===== src/design/cpoly_pkg.sv =====
// Shared types and constants for the closed polyline perimeter block.
// No dependencies; imported by the front end, back end and top level (not by the queue).
package cpoly_pkg;

    // Width of the closed-shape tolerance register (unsigned, Q.12)
    localparam int TOL_BITS = 23;

    // Per-request control word passed from the front end to the back end
    typedef struct packed {
        logic seg_valid;  // add the segment from the previous vertex
        logic last;       // add the closing segment and emit a result
        logic is_closed;  // first and last vertex within tolerance
    } job_flags_t;

    // Back-end sequencer states
    typedef enum logic [2:0] {
        BK_IDLE,
        BK_MUL,
        BK_ADD,
        BK_ROOT,
        BK_ACC,
        BK_EMIT
    } back_state_t;

endpackage


===== src/design/cpoly_fifo.sv =====
// Small request queue between the front end and the back end.
// Uses no package items; data width and depth come from parameters.
module cpoly_fifo #(
    parameter int DATA_W = 8,
    parameter int DEPTH  = 2
) (
    input  logic              aclk,
    input  logic              aresetn,
    input  logic              push,
    input  logic [DATA_W-1:0] push_data,
    output logic              full,
    input  logic              pop,
    output logic [DATA_W-1:0] pop_data,
    output logic              empty
);
    localparam int PTR_BITS = (DEPTH > 1) ? $clog2(DEPTH) : 1;
    localparam int CNT_BITS = $clog2(DEPTH + 1);
    localparam logic [PTR_BITS-1:0] PTR_LAST = PTR_BITS'(DEPTH - 1);

    logic [DATA_W-1:0]   slot_reg [DEPTH];
    logic [PTR_BITS-1:0] wr_ptr_reg, wr_ptr_next;
    logic [PTR_BITS-1:0] rd_ptr_reg, rd_ptr_next;
    logic [CNT_BITS-1:0] count_reg, count_next;
    logic                do_push, do_pop;

    assign full     = (count_reg == CNT_BITS'(DEPTH));
    assign empty    = (count_reg == '0);
    assign do_push  = push && !full;
    assign do_pop   = pop && !empty;
    assign pop_data = slot_reg[rd_ptr_reg];

    // pointer and count update
    always_comb begin
        wr_ptr_next = wr_ptr_reg;
        rd_ptr_next = rd_ptr_reg;
        count_next  = count_reg;
        if (do_push) begin
            wr_ptr_next = (wr_ptr_reg == PTR_LAST) ? '0 : wr_ptr_reg + 1'b1;
        end
        if (do_pop) begin
            rd_ptr_next = (rd_ptr_reg == PTR_LAST) ? '0 : rd_ptr_reg + 1'b1;
        end
        if (do_push && !do_pop) begin
            count_next = count_reg + 1'b1;
        end else if (do_pop && !do_push) begin
            count_next = count_reg - 1'b1;
        end
    end

    always_ff @(posedge aclk) begin
        if (!aresetn) begin
            wr_ptr_reg <= '0;
            rd_ptr_reg <= '0;
            count_reg  <= '0;
        end else begin
            wr_ptr_reg <= wr_ptr_next;
            rd_ptr_reg <= rd_ptr_next;
            count_reg  <= count_next;
        end
    end

    // storage
    always_ff @(posedge aclk) begin
        if (do_push) begin
            slot_reg[wr_ptr_reg] <= push_data;
        end
    end

endmodule


===== src/design/cpoly_front.sv =====
// Front end: accepts vertices, tracks first/previous vertex, builds requests.
// Depends on cpoly_pkg for the request flags and tolerance width.
module cpoly_front
    import cpoly_pkg::*;
#(
    parameter int COORD_BITS = 24
) (
    input  logic                  aclk,
    input  logic                  aresetn,
    input  logic                  in_valid,
    output logic                  in_ready,
    input  logic [COORD_BITS-1:0] point_x,
    input  logic [COORD_BITS-1:0] point_y,
    input  logic                  last_point,
    input  logic [TOL_BITS-1:0]   closed_tolerance,
    output logic                  q_push,
    input  logic                  q_full,
    output job_flags_t            q_flags,
    output logic [COORD_BITS-1:0] q_seg_dx,
    output logic [COORD_BITS-1:0] q_seg_dy,
    output logic [COORD_BITS-1:0] q_cls_dx,
    output logic [COORD_BITS-1:0] q_cls_dy
);
    localparam int DIFF_BITS = COORD_BITS + 1;
    localparam int CMP_BITS  = (COORD_BITS > TOL_BITS) ? COORD_BITS : TOL_BITS;

    logic                  have_first_reg, have_first_next;
    logic [COORD_BITS-1:0] first_x_reg, first_y_reg;
    logic [COORD_BITS-1:0] prev_x_reg, prev_y_reg;
    logic [COORD_BITS-1:0] ref_x, ref_y;
    logic signed [DIFF_BITS-1:0] sdx, sdy, cdx, cdy;
    logic                  accept;

    assign in_ready = !q_full;
    assign accept   = in_valid && in_ready;

    // closing reference is the stored first vertex, or this vertex if it starts the list
    assign ref_x = have_first_reg ? first_x_reg : point_x;
    assign ref_y = have_first_reg ? first_y_reg : point_y;

    // signed differences, one extra bit so they never wrap
    assign sdx = $signed({point_x[COORD_BITS-1], point_x})
               - $signed({prev_x_reg[COORD_BITS-1], prev_x_reg});
    assign sdy = $signed({point_y[COORD_BITS-1], point_y})
               - $signed({prev_y_reg[COORD_BITS-1], prev_y_reg});
    assign cdx = $signed({point_x[COORD_BITS-1], point_x})
               - $signed({ref_x[COORD_BITS-1], ref_x});
    assign cdy = $signed({point_y[COORD_BITS-1], point_y})
               - $signed({ref_y[COORD_BITS-1], ref_y});

    // magnitudes fit in COORD_BITS unsigned bits
    always_comb begin
        q_seg_dx = sdx[DIFF_BITS-1] ? COORD_BITS'(-sdx) : sdx[COORD_BITS-1:0];
        q_seg_dy = sdy[DIFF_BITS-1] ? COORD_BITS'(-sdy) : sdy[COORD_BITS-1:0];
        q_cls_dx = cdx[DIFF_BITS-1] ? COORD_BITS'(-cdx) : cdx[COORD_BITS-1:0];
        q_cls_dy = cdy[DIFF_BITS-1] ? COORD_BITS'(-cdy) : cdy[COORD_BITS-1:0];
    end

    // request classification; a first vertex that is not last needs no back-end work
    always_comb begin
        q_flags.seg_valid = have_first_reg;
        q_flags.last      = last_point;
        q_flags.is_closed = (CMP_BITS'(q_cls_dx) <= CMP_BITS'(closed_tolerance))
                         && (CMP_BITS'(q_cls_dy) <= CMP_BITS'(closed_tolerance));
        q_push            = accept && (have_first_reg || last_point);
    end

    always_comb begin
        have_first_next = have_first_reg;
        if (accept) begin
            have_first_next = !last_point;
        end
    end

    always_ff @(posedge aclk) begin
        if (!aresetn) begin
            have_first_reg <= 1'b0;
        end else begin
            have_first_reg <= have_first_next;
        end
    end

    // vertex history
    always_ff @(posedge aclk) begin
        if (accept) begin
            prev_x_reg <= point_x;
            prev_y_reg <= point_y;
            if (!have_first_reg) begin
                first_x_reg <= point_x;
                first_y_reg <= point_y;
            end
        end
    end

endmodule


===== src/design/cpoly_back.sv =====
// Back end: squares, bit-serial square root and saturating sum per segment,
// plus the result register. Depends on cpoly_pkg for flags and state enum.
module cpoly_back
    import cpoly_pkg::*;
#(
    parameter int COORD_BITS = 24,
    parameter int SUM_BITS   = 40
) (
    input  logic                  aclk,
    input  logic                  aresetn,
    input  logic                  job_valid,
    input  job_flags_t            job_flags,
    input  logic [COORD_BITS-1:0] job_seg_dx,
    input  logic [COORD_BITS-1:0] job_seg_dy,
    input  logic [COORD_BITS-1:0] job_cls_dx,
    input  logic [COORD_BITS-1:0] job_cls_dy,
    output logic                  job_pop,
    output logic                  out_valid,
    input  logic                  out_ready,
    output logic [SUM_BITS-1:0]   out_perimeter,
    output logic                  out_is_closed,
    output logic                  out_saturated
);
    localparam int SQ_BITS   = 2 * COORD_BITS;
    localparam int ROOT_BITS = COORD_BITS + 1;
    localparam int RAD_BITS  = 2 * ROOT_BITS;
    localparam int REM_BITS  = ROOT_BITS + 1;
    localparam int CNT_BITS  = $clog2(ROOT_BITS);
    localparam int ACC_BITS  = ((SUM_BITS > ROOT_BITS) ? SUM_BITS : ROOT_BITS) + 1;
    localparam logic [SUM_BITS-1:0] SUM_MAX  = '1;
    localparam logic [CNT_BITS-1:0] CNT_LAST = CNT_BITS'(ROOT_BITS - 1);

    back_state_t           state_reg, state_next;
    logic                  which_reg;  // 0: segment from previous, 1: closing segment
    logic [SQ_BITS-1:0]    sq_x_reg, sq_y_reg;
    logic [RAD_BITS-1:0]   rad_reg;
    logic [REM_BITS-1:0]   rem_reg, rem_next;
    logic [ROOT_BITS-1:0]  root_reg, root_next;
    logic [CNT_BITS-1:0]   cnt_reg;
    logic [SUM_BITS-1:0]   sum_reg, sum_sat;
    logic [ACC_BITS-1:0]   acc_sum;
    logic                  out_valid_reg;
    logic [SUM_BITS-1:0]   out_perim_reg;
    logic                  out_closed_reg, out_sat_reg;
    logic [COORD_BITS-1:0] op_a, op_b;
    logic                  out_free, out_load, start;
    logic [REM_BITS+1:0]   rem_sh, trial, rem_diff;
    logic                  fits;

    assign out_free = !out_valid_reg || out_ready;

    // next state
    always_comb begin
        state_next = state_reg;
        case (state_reg)
            BK_IDLE: begin
                if (job_valid) state_next = BK_MUL;
            end
            BK_MUL:  state_next = BK_ADD;
            BK_ADD:  state_next = BK_ROOT;
            BK_ROOT: begin
                if (cnt_reg == CNT_LAST) state_next = BK_ACC;
            end
            BK_ACC: begin
                if (!job_flags.last) begin
                    state_next = BK_IDLE;
                end else if (!which_reg) begin
                    state_next = BK_MUL;
                end else begin
                    state_next = BK_EMIT;
                end
            end
            BK_EMIT: begin
                if (out_free) state_next = BK_IDLE;
            end
            default: state_next = BK_IDLE;
        endcase
    end

    // control outputs
    always_comb begin
        start    = 1'b0;
        job_pop  = 1'b0;
        out_load = 1'b0;
        case (state_reg)
            BK_IDLE: start    = job_valid;
            BK_ACC:  job_pop  = !job_flags.last;
            BK_EMIT: begin
                out_load = out_free;
                job_pop  = out_free;
            end
            default: begin
                start = 1'b0;
            end
        endcase
    end

    // operand select for the squaring stage
    assign op_a = which_reg ? job_cls_dx : job_seg_dx;
    assign op_b = which_reg ? job_cls_dy : job_seg_dy;

    // one restoring root step: bring down two radicand bits, try (root << 2) | 1
    always_comb begin
        rem_sh    = {rem_reg, rad_reg[RAD_BITS-1 -: 2]};
        trial     = (REM_BITS + 2)'({root_reg, 2'b01});
        fits      = (rem_sh >= trial);
        rem_diff  = rem_sh - trial;
        rem_next  = fits ? rem_diff[REM_BITS-1:0] : rem_sh[REM_BITS-1:0];
        root_next = {root_reg[ROOT_BITS-2:0], fits};
    end

    // saturating accumulate of the finished root
    assign acc_sum = ACC_BITS'(sum_reg) + ACC_BITS'(root_reg);
    assign sum_sat = (acc_sum > ACC_BITS'(SUM_MAX)) ? SUM_MAX : acc_sum[SUM_BITS-1:0];

    // control registers
    always_ff @(posedge aclk) begin
        if (!aresetn) begin
            state_reg     <= BK_IDLE;
            sum_reg       <= '0;
            out_valid_reg <= 1'b0;
        end else begin
            state_reg <= state_next;
            if (state_reg == BK_ACC) begin
                sum_reg <= sum_sat;
            end else if (out_load) begin
                sum_reg <= '0;
            end
            if (out_load) begin
                out_valid_reg <= 1'b1;
            end else if (out_ready) begin
                out_valid_reg <= 1'b0;
            end
        end
    end

    // datapath registers
    always_ff @(posedge aclk) begin
        if (start) begin
            which_reg <= !job_flags.seg_valid;
        end else if (state_reg == BK_ACC && !which_reg) begin
            which_reg <= 1'b1;
        end
        if (state_reg == BK_MUL) begin
            sq_x_reg <= SQ_BITS'(op_a) * SQ_BITS'(op_a);
            sq_y_reg <= SQ_BITS'(op_b) * SQ_BITS'(op_b);
        end
        if (state_reg == BK_ADD) begin
            rad_reg  <= RAD_BITS'(sq_x_reg) + RAD_BITS'(sq_y_reg);
            rem_reg  <= '0;
            root_reg <= '0;
            cnt_reg  <= '0;
        end else if (state_reg == BK_ROOT) begin
            rad_reg  <= {rad_reg[RAD_BITS-3:0], 2'b00};
            rem_reg  <= rem_next;
            root_reg <= root_next;
            cnt_reg  <= cnt_reg + 1'b1;
        end
        if (out_load) begin
            out_perim_reg  <= sum_reg;
            out_closed_reg <= job_flags.is_closed;
            out_sat_reg    <= (sum_reg == SUM_MAX);
        end
    end

    assign out_valid     = out_valid_reg;
    assign out_perimeter = out_perim_reg;
    assign out_is_closed = out_closed_reg;
    assign out_saturated = out_sat_reg;

    // a result appears only from the emit state
    a_emit_source: assert property (@(posedge aclk) disable iff (!aresetn)
        $rose(out_valid_reg) |-> $past(state_reg == BK_EMIT))
        else $error("result register loaded outside emit");

    // the running sum restarts after every emitted result
    a_sum_cleared: assert property (@(posedge aclk) disable iff (!aresetn)
        out_load |=> (sum_reg == '0))
        else $error("running sum not cleared after result");

    // saturated flag agrees with the captured perimeter
    a_sat_flag: assert property (@(posedge aclk) disable iff (!aresetn)
        out_valid_reg |-> (out_sat_reg == (out_perim_reg == SUM_MAX)))
        else $error("saturated flag mismatch");

    // the queue head is released only when its work is finished
    a_pop_done: assert property (@(posedge aclk) disable iff (!aresetn)
        job_pop |-> (state_reg == BK_ACC || state_reg == BK_EMIT))
        else $error("request popped mid-computation");

endmodule


===== src/design/closed_polyline_perimeter.sv =====
// Top level of the closed polyline perimeter block: tolerance register,
// front end, request queue and back end. Depends on cpoly_pkg and all cpoly_* modules.
//
// Vertices arrive one per request on the s_ stream (x, y signed Q11.12, tlast on the
// final vertex); one result per list leaves on the m_ stream with the perimeter in Q.12,
// saturated at 2^SUM_BITS-1. Every vertex after the first passes through the back end
// as start, square, sum, one root bit per cycle over COORD_BITS+1 bits, and accumulate.
// The last vertex of a longer list runs its own segment, then the closing segment, then
// the result state; a single-vertex list runs only the closing segment and the result.
// The back end is the limit: the front end takes vertices as long as the two-entry
// request queue has room. A result waiting on m_tready stalls the back end only once
// the next result is ready. closed_tolerance is written through cfg_wr_en/cfg_wr_data;
// the user must write it only while the block is idle; the block does not enforce this.
module closed_polyline_perimeter
    import cpoly_pkg::*;
#(
    parameter int COORD_BITS = 24,
    parameter int SUM_BITS   = 40,
    localparam int S_DATA_W  = ((2 * COORD_BITS + 7) / 8) * 8,
    localparam int M_DATA_W  = ((SUM_BITS + 7) / 8) * 8
) (
    input  logic                aclk,
    input  logic                aresetn,
    // configuration
    input  logic                cfg_wr_en,
    input  logic [TOL_BITS-1:0] cfg_wr_data,   // closed_tolerance
    // vertex stream
    input  logic                s_tvalid,
    output logic                s_tready,
    input  logic [S_DATA_W-1:0] s_tdata,       // point_x, point_y, zero pad
    input  logic                s_tlast,       // last_point
    // result stream
    output logic                m_tvalid,
    input  logic                m_tready,
    output logic [M_DATA_W-1:0] m_tdata,       // perimeter, zero pad
    output logic [1:0]          m_tuser        // is_closed, saturated
);
    localparam int JOB_W = 4 * COORD_BITS + $bits(job_flags_t);

    logic [TOL_BITS-1:0]   tol_reg;
    logic                  q_push, q_full, q_pop, q_empty;
    job_flags_t            f_flags, b_flags;
    logic [COORD_BITS-1:0] f_seg_dx, f_seg_dy, f_cls_dx, f_cls_dy;
    logic [COORD_BITS-1:0] b_seg_dx, b_seg_dy, b_cls_dx, b_cls_dy;
    logic [JOB_W-1:0]      q_wdata, q_rdata;
    logic [SUM_BITS-1:0]   perimeter;
    logic                  is_closed, saturated;

    // tolerance register
    always_ff @(posedge aclk) begin
        if (!aresetn) begin
            tol_reg <= '0;
        end else if (cfg_wr_en) begin
            tol_reg <= cfg_wr_data;
        end
    end

    cpoly_front #(
        .COORD_BITS(COORD_BITS)
    ) u_front (
        .aclk             (aclk),
        .aresetn          (aresetn),
        .in_valid         (s_tvalid),
        .in_ready         (s_tready),
        .point_x          (s_tdata[COORD_BITS-1:0]),
        .point_y          (s_tdata[2*COORD_BITS-1:COORD_BITS]),
        .last_point       (s_tlast),
        .closed_tolerance (tol_reg),
        .q_push           (q_push),
        .q_full           (q_full),
        .q_flags          (f_flags),
        .q_seg_dx         (f_seg_dx),
        .q_seg_dy         (f_seg_dy),
        .q_cls_dx         (f_cls_dx),
        .q_cls_dy         (f_cls_dy)
    );

    // request packing
    assign q_wdata = {f_flags, f_cls_dy, f_cls_dx, f_seg_dy, f_seg_dx};
    assign {b_flags, b_cls_dy, b_cls_dx, b_seg_dy, b_seg_dx} = q_rdata;

    cpoly_fifo #(
        .DATA_W (JOB_W),
        .DEPTH  (2)
    ) u_queue (
        .aclk      (aclk),
        .aresetn   (aresetn),
        .push      (q_push),
        .push_data (q_wdata),
        .full      (q_full),
        .pop       (q_pop),
        .pop_data  (q_rdata),
        .empty     (q_empty)
    );

    cpoly_back #(
        .COORD_BITS (COORD_BITS),
        .SUM_BITS   (SUM_BITS)
    ) u_back (
        .aclk          (aclk),
        .aresetn       (aresetn),
        .job_valid     (!q_empty),
        .job_flags     (b_flags),
        .job_seg_dx    (b_seg_dx),
        .job_seg_dy    (b_seg_dy),
        .job_cls_dx    (b_cls_dx),
        .job_cls_dy    (b_cls_dy),
        .job_pop       (q_pop),
        .out_valid     (m_tvalid),
        .out_ready     (m_tready),
        .out_perimeter (perimeter),
        .out_is_closed (is_closed),
        .out_saturated (saturated)
    );

    assign m_tdata = M_DATA_W'(perimeter);
    assign m_tuser = {saturated, is_closed};

endmodule


===== config.mk =====
export PLATFORM = sky130hd
export DESIGN_NAME = closed_polyline_perimeter
export DESIGN_NICKNAME = d
export VERILOG_FILES = /design/src/design/cpoly_pkg.sv /design/src/design/cpoly_fifo.sv /design/src/design/cpoly_front.sv /design/src/design/cpoly_back.sv /design/src/design/closed_polyline_perimeter.sv
export SDC_FILE = /design/constraint.sdc
export NUM_CORES = 2
export LEC_CHECK = 0
export BUFFER_PORTS_ARGS = -buffer_cell sky130_fd_sc_hd__buf_4
export CORE_UTILIZATION = 59
export DETAILED_ROUTE_END_ITERATION = 8
export PLACE_DENSITY_LB_ADDON = 0.05
export SLEW_MARGIN = 20
export SYNTH_ARGS = -nofsm -noshare
export SYNTH_HDL_FRONTEND = slang
export SYNTH_SLANG_ARGS = --single-unit

===== constraint.sdc =====
create_clock -name aclk -period 8.43 [get_ports aclk]
set_clock_uncertainty 0.15 [all_clocks]
set_input_delay 0.843 -clock aclk [delete_from_list [all_inputs] [get_ports aclk]]
set_output_delay 0.843 -clock aclk [all_outputs]
set_load 0.01 [all_outputs]

* Word-level counts from Yosys, hierarchy flattened
Memories as Yosys holds them, arrays and structs flattened. A register that Yosys moved wholly into a read port is not among the register bits.
Cells that the tools add are included.
** Word-level totals
- Input bits :: 77
- Word-level logic and storage cells :: 118
- Register bits after elaboration :: 413
- Memories kept :: 1
- Bits in writable memories :: 198
** Operators by class
- Mux-type cells :: 35
- Eq/ne operators :: 11
- $lt $le $gt $ge :: 4
- Reduce and logical (&&, ||, !) cells :: 27
- Add/sub/neg operators :: 16
- $mul :: 2
** Memories
- u_queue.slot_reg :: words 2, bits a word 99, read ports 1, clocked after memory_dff 1, write ports 1, line cpoly_fifo.sv:20 : logic [DATA_W-1:0] slot_reg [DEPTH];
** Operators by type and width (number)
- 24-bit 2-to-1 mux :: 8
- 40-bit 2-to-1 mux :: 3
- 50-bit 2-to-1 mux :: 2
- 24-bit by 24-bit subtractor with 25-bit output :: 4
- 24-bit by 24-bit multiplier with 48-bit output :: 2
- 24-bit negation :: 4
- 48-bit by 48-bit adder with 49-bit output :: 1
- 24-bit by 23-bit less-or-equal comparator with 1-bit output :: 2
- 40-bit by 25-bit adder with 41-bit output :: 1
- 41-bit by 40-bit > comparator with 1-bit output (second input constant) :: 1
- 40-bit == test (second input constant) :: 1
- 28-bit by 27-bit greater-or-equal comparator with 1-bit output :: 1
- 26-bit 2-to-1 mux :: 1
- 26-bit subtractor :: 1
- 3-bit case mux with 6 select lines :: 1
- 3-bit 2-to-1 mux :: 5
- 1-bit 2-to-1 mux :: 12
- 2-bit nonzero test :: 5
- 1-bit zero test :: 9
- 1-bit logical AND :: 8
- 3-bit by 2-bit == test with 1-bit output (second input constant) :: 2
- 3-bit == test (second input constant) :: 2
- 5-bit by 1-bit adder with 5-bit output (second input constant) :: 1
- 5-bit == test (second input constant) :: 1
- 13 further kinds :: 17

* Longest topological paths before layout
- Word-level depth :: 9
- Depth in mapped cells :: 36

* By module
A second synthesis with hierarchy kept.
** Second synthesis, totals
- Cell total of the unflattened synthesis :: 6796
- Area, all modules :: 67126.9 um^2
** Modules (own cells, without submodules)
- cpoly_back :: area each 47176.5 um^2, cells each 5036, sequential area each 7617.3 um^2, times used 1
- cpoly_front :: area each 11632.4 um^2, cells each 1350, sequential area each 2902.8 um^2, times used 1
- cpoly_fifo :: area each 7405.9 um^2, cells each 333, sequential area each 6045.8 um^2, times used 1
- closed_polyline_perimeter :: area each 912.1 um^2, cells each 77, sequential area each 460.4 um^2, times used 1

* Least setup slack after synthesis
Ideal clock, no wire load.
- Path type :: register -> register
- Start point :: register (tool-made name)
- End point :: register u_back.sq_y_reg[38] (data pin)
- Setup slack :: -0.628 ns
- Path buffers :: 4
- Data arrival time :: 8.769 ns
- Required time :: 8.141 ns
- Cell stages (with the launch flop) :: 34
- Cells stage by stage :: dfxtp_1 clkbuf_1 buf_1 clkbuf_1 mux2i_1 nand2_1 o21ai_1 clkinv_1 clkbuf_1 nand2_1 fa_1 inv_1 fa_1 inv_1 fa_1 fa_1 inv_1 fa_1 fa_1 inv_1 fa_1 inv_1 ha_1 a21o_1 a21o_1 a21o_1 a21o_1 a221o_1 a221oi_4 o21ai_2 a211o_1 a21o_1 a2111oi_2 nand4b_1
** RTL lines
- to (signal assigned) :: line cpoly_back.sv:146 : sq_y_reg <= SQ_BITS'(op_b) * SQ_BITS'(op_b);
- to (decl) :: line cpoly_back.sv:35 : logic [SQ_BITS-1:0] sq_x_reg, sq_y_reg;

==> results.toml <==
[worst_setup_path]
cp.arrival_ns = 8.47
end_kind = "flop"
reg2reg_to = "u_back.sq_y_reg[40]"
crit_slowest_cell = "fa_1"
crit_top_cell = "fa_1"
r2r_cells = 34
reg2reg_setup_slack_ns = 0.20
required_ns = 8.67
path_class = "flop to flop"
slowest_delay_ns = 0.52
critPathLaunchType = "flop"
endpoint = "u_back.sq_y_reg[40]"
crit_fanout = 8

[synth]
yosys-top-cells-area = "fa_1 (26%), edfxtp_1 (22%), ha_1 (11%), inv_1 (8.1%), dfxtp_1 (3.9%)"
avgSynthCellArea_sq_um = 9.72
synth_cell_types = 89
synth_top_cell_area_share_pct = 25.7
synth_top_area_cell = "fa_1"
syn_inst = 6810
yosysWarningCount = 0
synth-edff-count = 481
ys_async_sr_fraction_pct = 0
ys_seq_area_share_pct = 25.7
syn_nets = 8323
ys_ff_latch = 610
synth_area_sq_um = 66200
dominantRegCellSynth = "edfxtp_1"

[clock_network]
clkSinkCount = 610
cts_buffers = 72
clk_pin_slew_ns = 0.06
cts_buffer_depth = 3
cts_tree = "yes"
clock_latency_ns = 0.65
h-tree-depth = 3
cts-root-buf = "clkbuf_16"
ctsHoldBuffers = 0

[floorplanning]
die_area_sq_um = 114000
dieHeight_um = 337
initial_core_util_pct = 59.6
row_count = 122
die_width_um = 337
ios = 121
core_sq_um = 111000

[min_path]
min_from = "s_tdata[24]"
hold_class = "input port to flop"

[finish]
final_common_cell = "inv_1"
largest_reg_flops = 198
layout.nets = 8824
drive_above_1_share_pct = 13.9
area_growth_pct = 14.5
instances_no_fill = 8860
layout_common_cells = "inv_1 (1,394), fa_1 (824), ha_1 (577)"

[sta]
period_needed_ns = 8.23
hold_violations = 0
worst_pin_slew_ns = 1.03
slew_headroom_pct = 30.2
slew_violations = 0
setup_violations = 0
fin_crit_sh_pct = 97.6
max_freq_ghz = 0.121

[placed_design]
dp.cells = 8685
port_buffers = 120
gp_congestion = 0.971
place_hpwl_mm = 139

[drt]
first_iter_violations = 2963
vias = 48800
via_per_inst = 5.51
drcViolationCount = 0
wire_per_inst_um = 19.2
final_antenna_net_count = 0
drt-pass1-iter-count = 6
drt_wl_total_mm = 170

[global_route]
grt_pass1_vias = 49600
grt_pass1_wl_mm = 266
grt_max_degree = 66
grt.overflow.total = 0
track_usage_pct = 30.3
antenna_found_initial = 2

[outcome]
status = "completed"

[job]
drv_cap = 0
## routing by layer
metal / vias up / routed length (um) / track usage (%)
met5: - / 7 / 0
met4: 2 / 7110 / 11.6
met3: 330 / 8880 / 3.97
met2: 1317 / 82200 / 51.1
met1: 23900 / 72000 / 39.8
li1: 23200 / - / -
## timing repair
item / in CTS / in global routing
endpoints found under the setup margin: 12 / 32
endpoints found under the hold margin: 0 / 0
pin swaps: 1 / 110
buffers inserted: 1 / 35
cloned: 0 / 4
resized for setup: 11 / 282
## worst min path at each step
| stage | to | slack (ns) | depth (start not counted) |
|---|---|---|---|
| final | u_front.prev_y_reg[0] | 0.23 | 1 |
| after global routing | u_front.prev_y_reg[0] | 0.21 | 1 |
| after CTS | u_front.prev_y_reg[0] | 0.19 | 1 |
| after detailed placement | u_back.out_perimeter[38] | 0.31 | 0 |
| after global placement | u_back.out_perimeter[38] | 0.30 | 0 |
| after floorplan | u_back.out_perimeter[25] | 0.26 | 0 |
## worst max-delay path, delay by kind of cell (launching register included)
kind,cells,cell delay (ns)
fa+ha+maj,8,3.61
compound gates,11,2.52
buf+inv,12,0.97
flops,1,0.38
mux,1,0.19
simple gates,2,0.12
## cells in the mapped netlist (54+ instances only)
master    instances
o21a_1           79
edfxtp_1        481
nor3_1           71
ha_1            585
a21oi_1         301
nand2_1         616
a21o_1          126
xor2_1          118
nand3_1          59
o21ai_0         242
clkbuf_1        148
mux2_2           54
nor2_1          477
mux2i_1         144
dfxtp_1         129
fa_1            851
xnor2_1         212
inv_1          1428
## logic make-up (layout without fill, tap and decap cells)
logic type / after synthesis / in the layout / synth area share, %
other: 0 / 2 / 0
AND/OR/NAND/NOR: 1508 / 1508 / 10.1
XOR/XNOR: 330 / 330 / 4.37
buffers and inverters: 1628 / 2188 / 9.25
adder cells (fa/ha/maj): 1436 / 1436 / 36.8
flip-flops: 610 / 610 / 25.7
AO/OA/AOI/OAI: 1100 / 1100 / 10.7
multiplexers: 198 / 198 / 3.10
## layout make-up
| cell class | instances | area, sq um |
|---|---|---|
| clock inverters | 47 | 502 |
| inverters | 1444 | 5460 |
| well taps | 1488 | 1860 |
| fillers | 8895 | 35200 |
| flip-flops and latches | 610 | 17000 |
| repair buffers | 611 | 5070 |
| diodes | 2 | 5.00 |
| multi-input cells | 4572 | 43800 |
| clock buffers | 86 | 1980 |
## per-stage QoR
stage	instance area, sq um	setup slack, ns	setup TNS (ns)	utilization [%]	hold slack [ns]
detailed placement	71900	-0.274	-0.840	64.8	0.311
global placement	71900	-0.0685	-0.180	64.8	0.297
global route	75800	-0.0630	-0.205	68.3	0.209
floorplan	66200	-0.0200	-0.0200	-	0.256
CTS	74400	0.0101	0	67.1	0.190
finish	75800	0.199	0	68.3	0.230
Power is left out: the tool's default activity adds up to more than one toggle a clock period on the data nets, which glitch-free logic cannot reach.
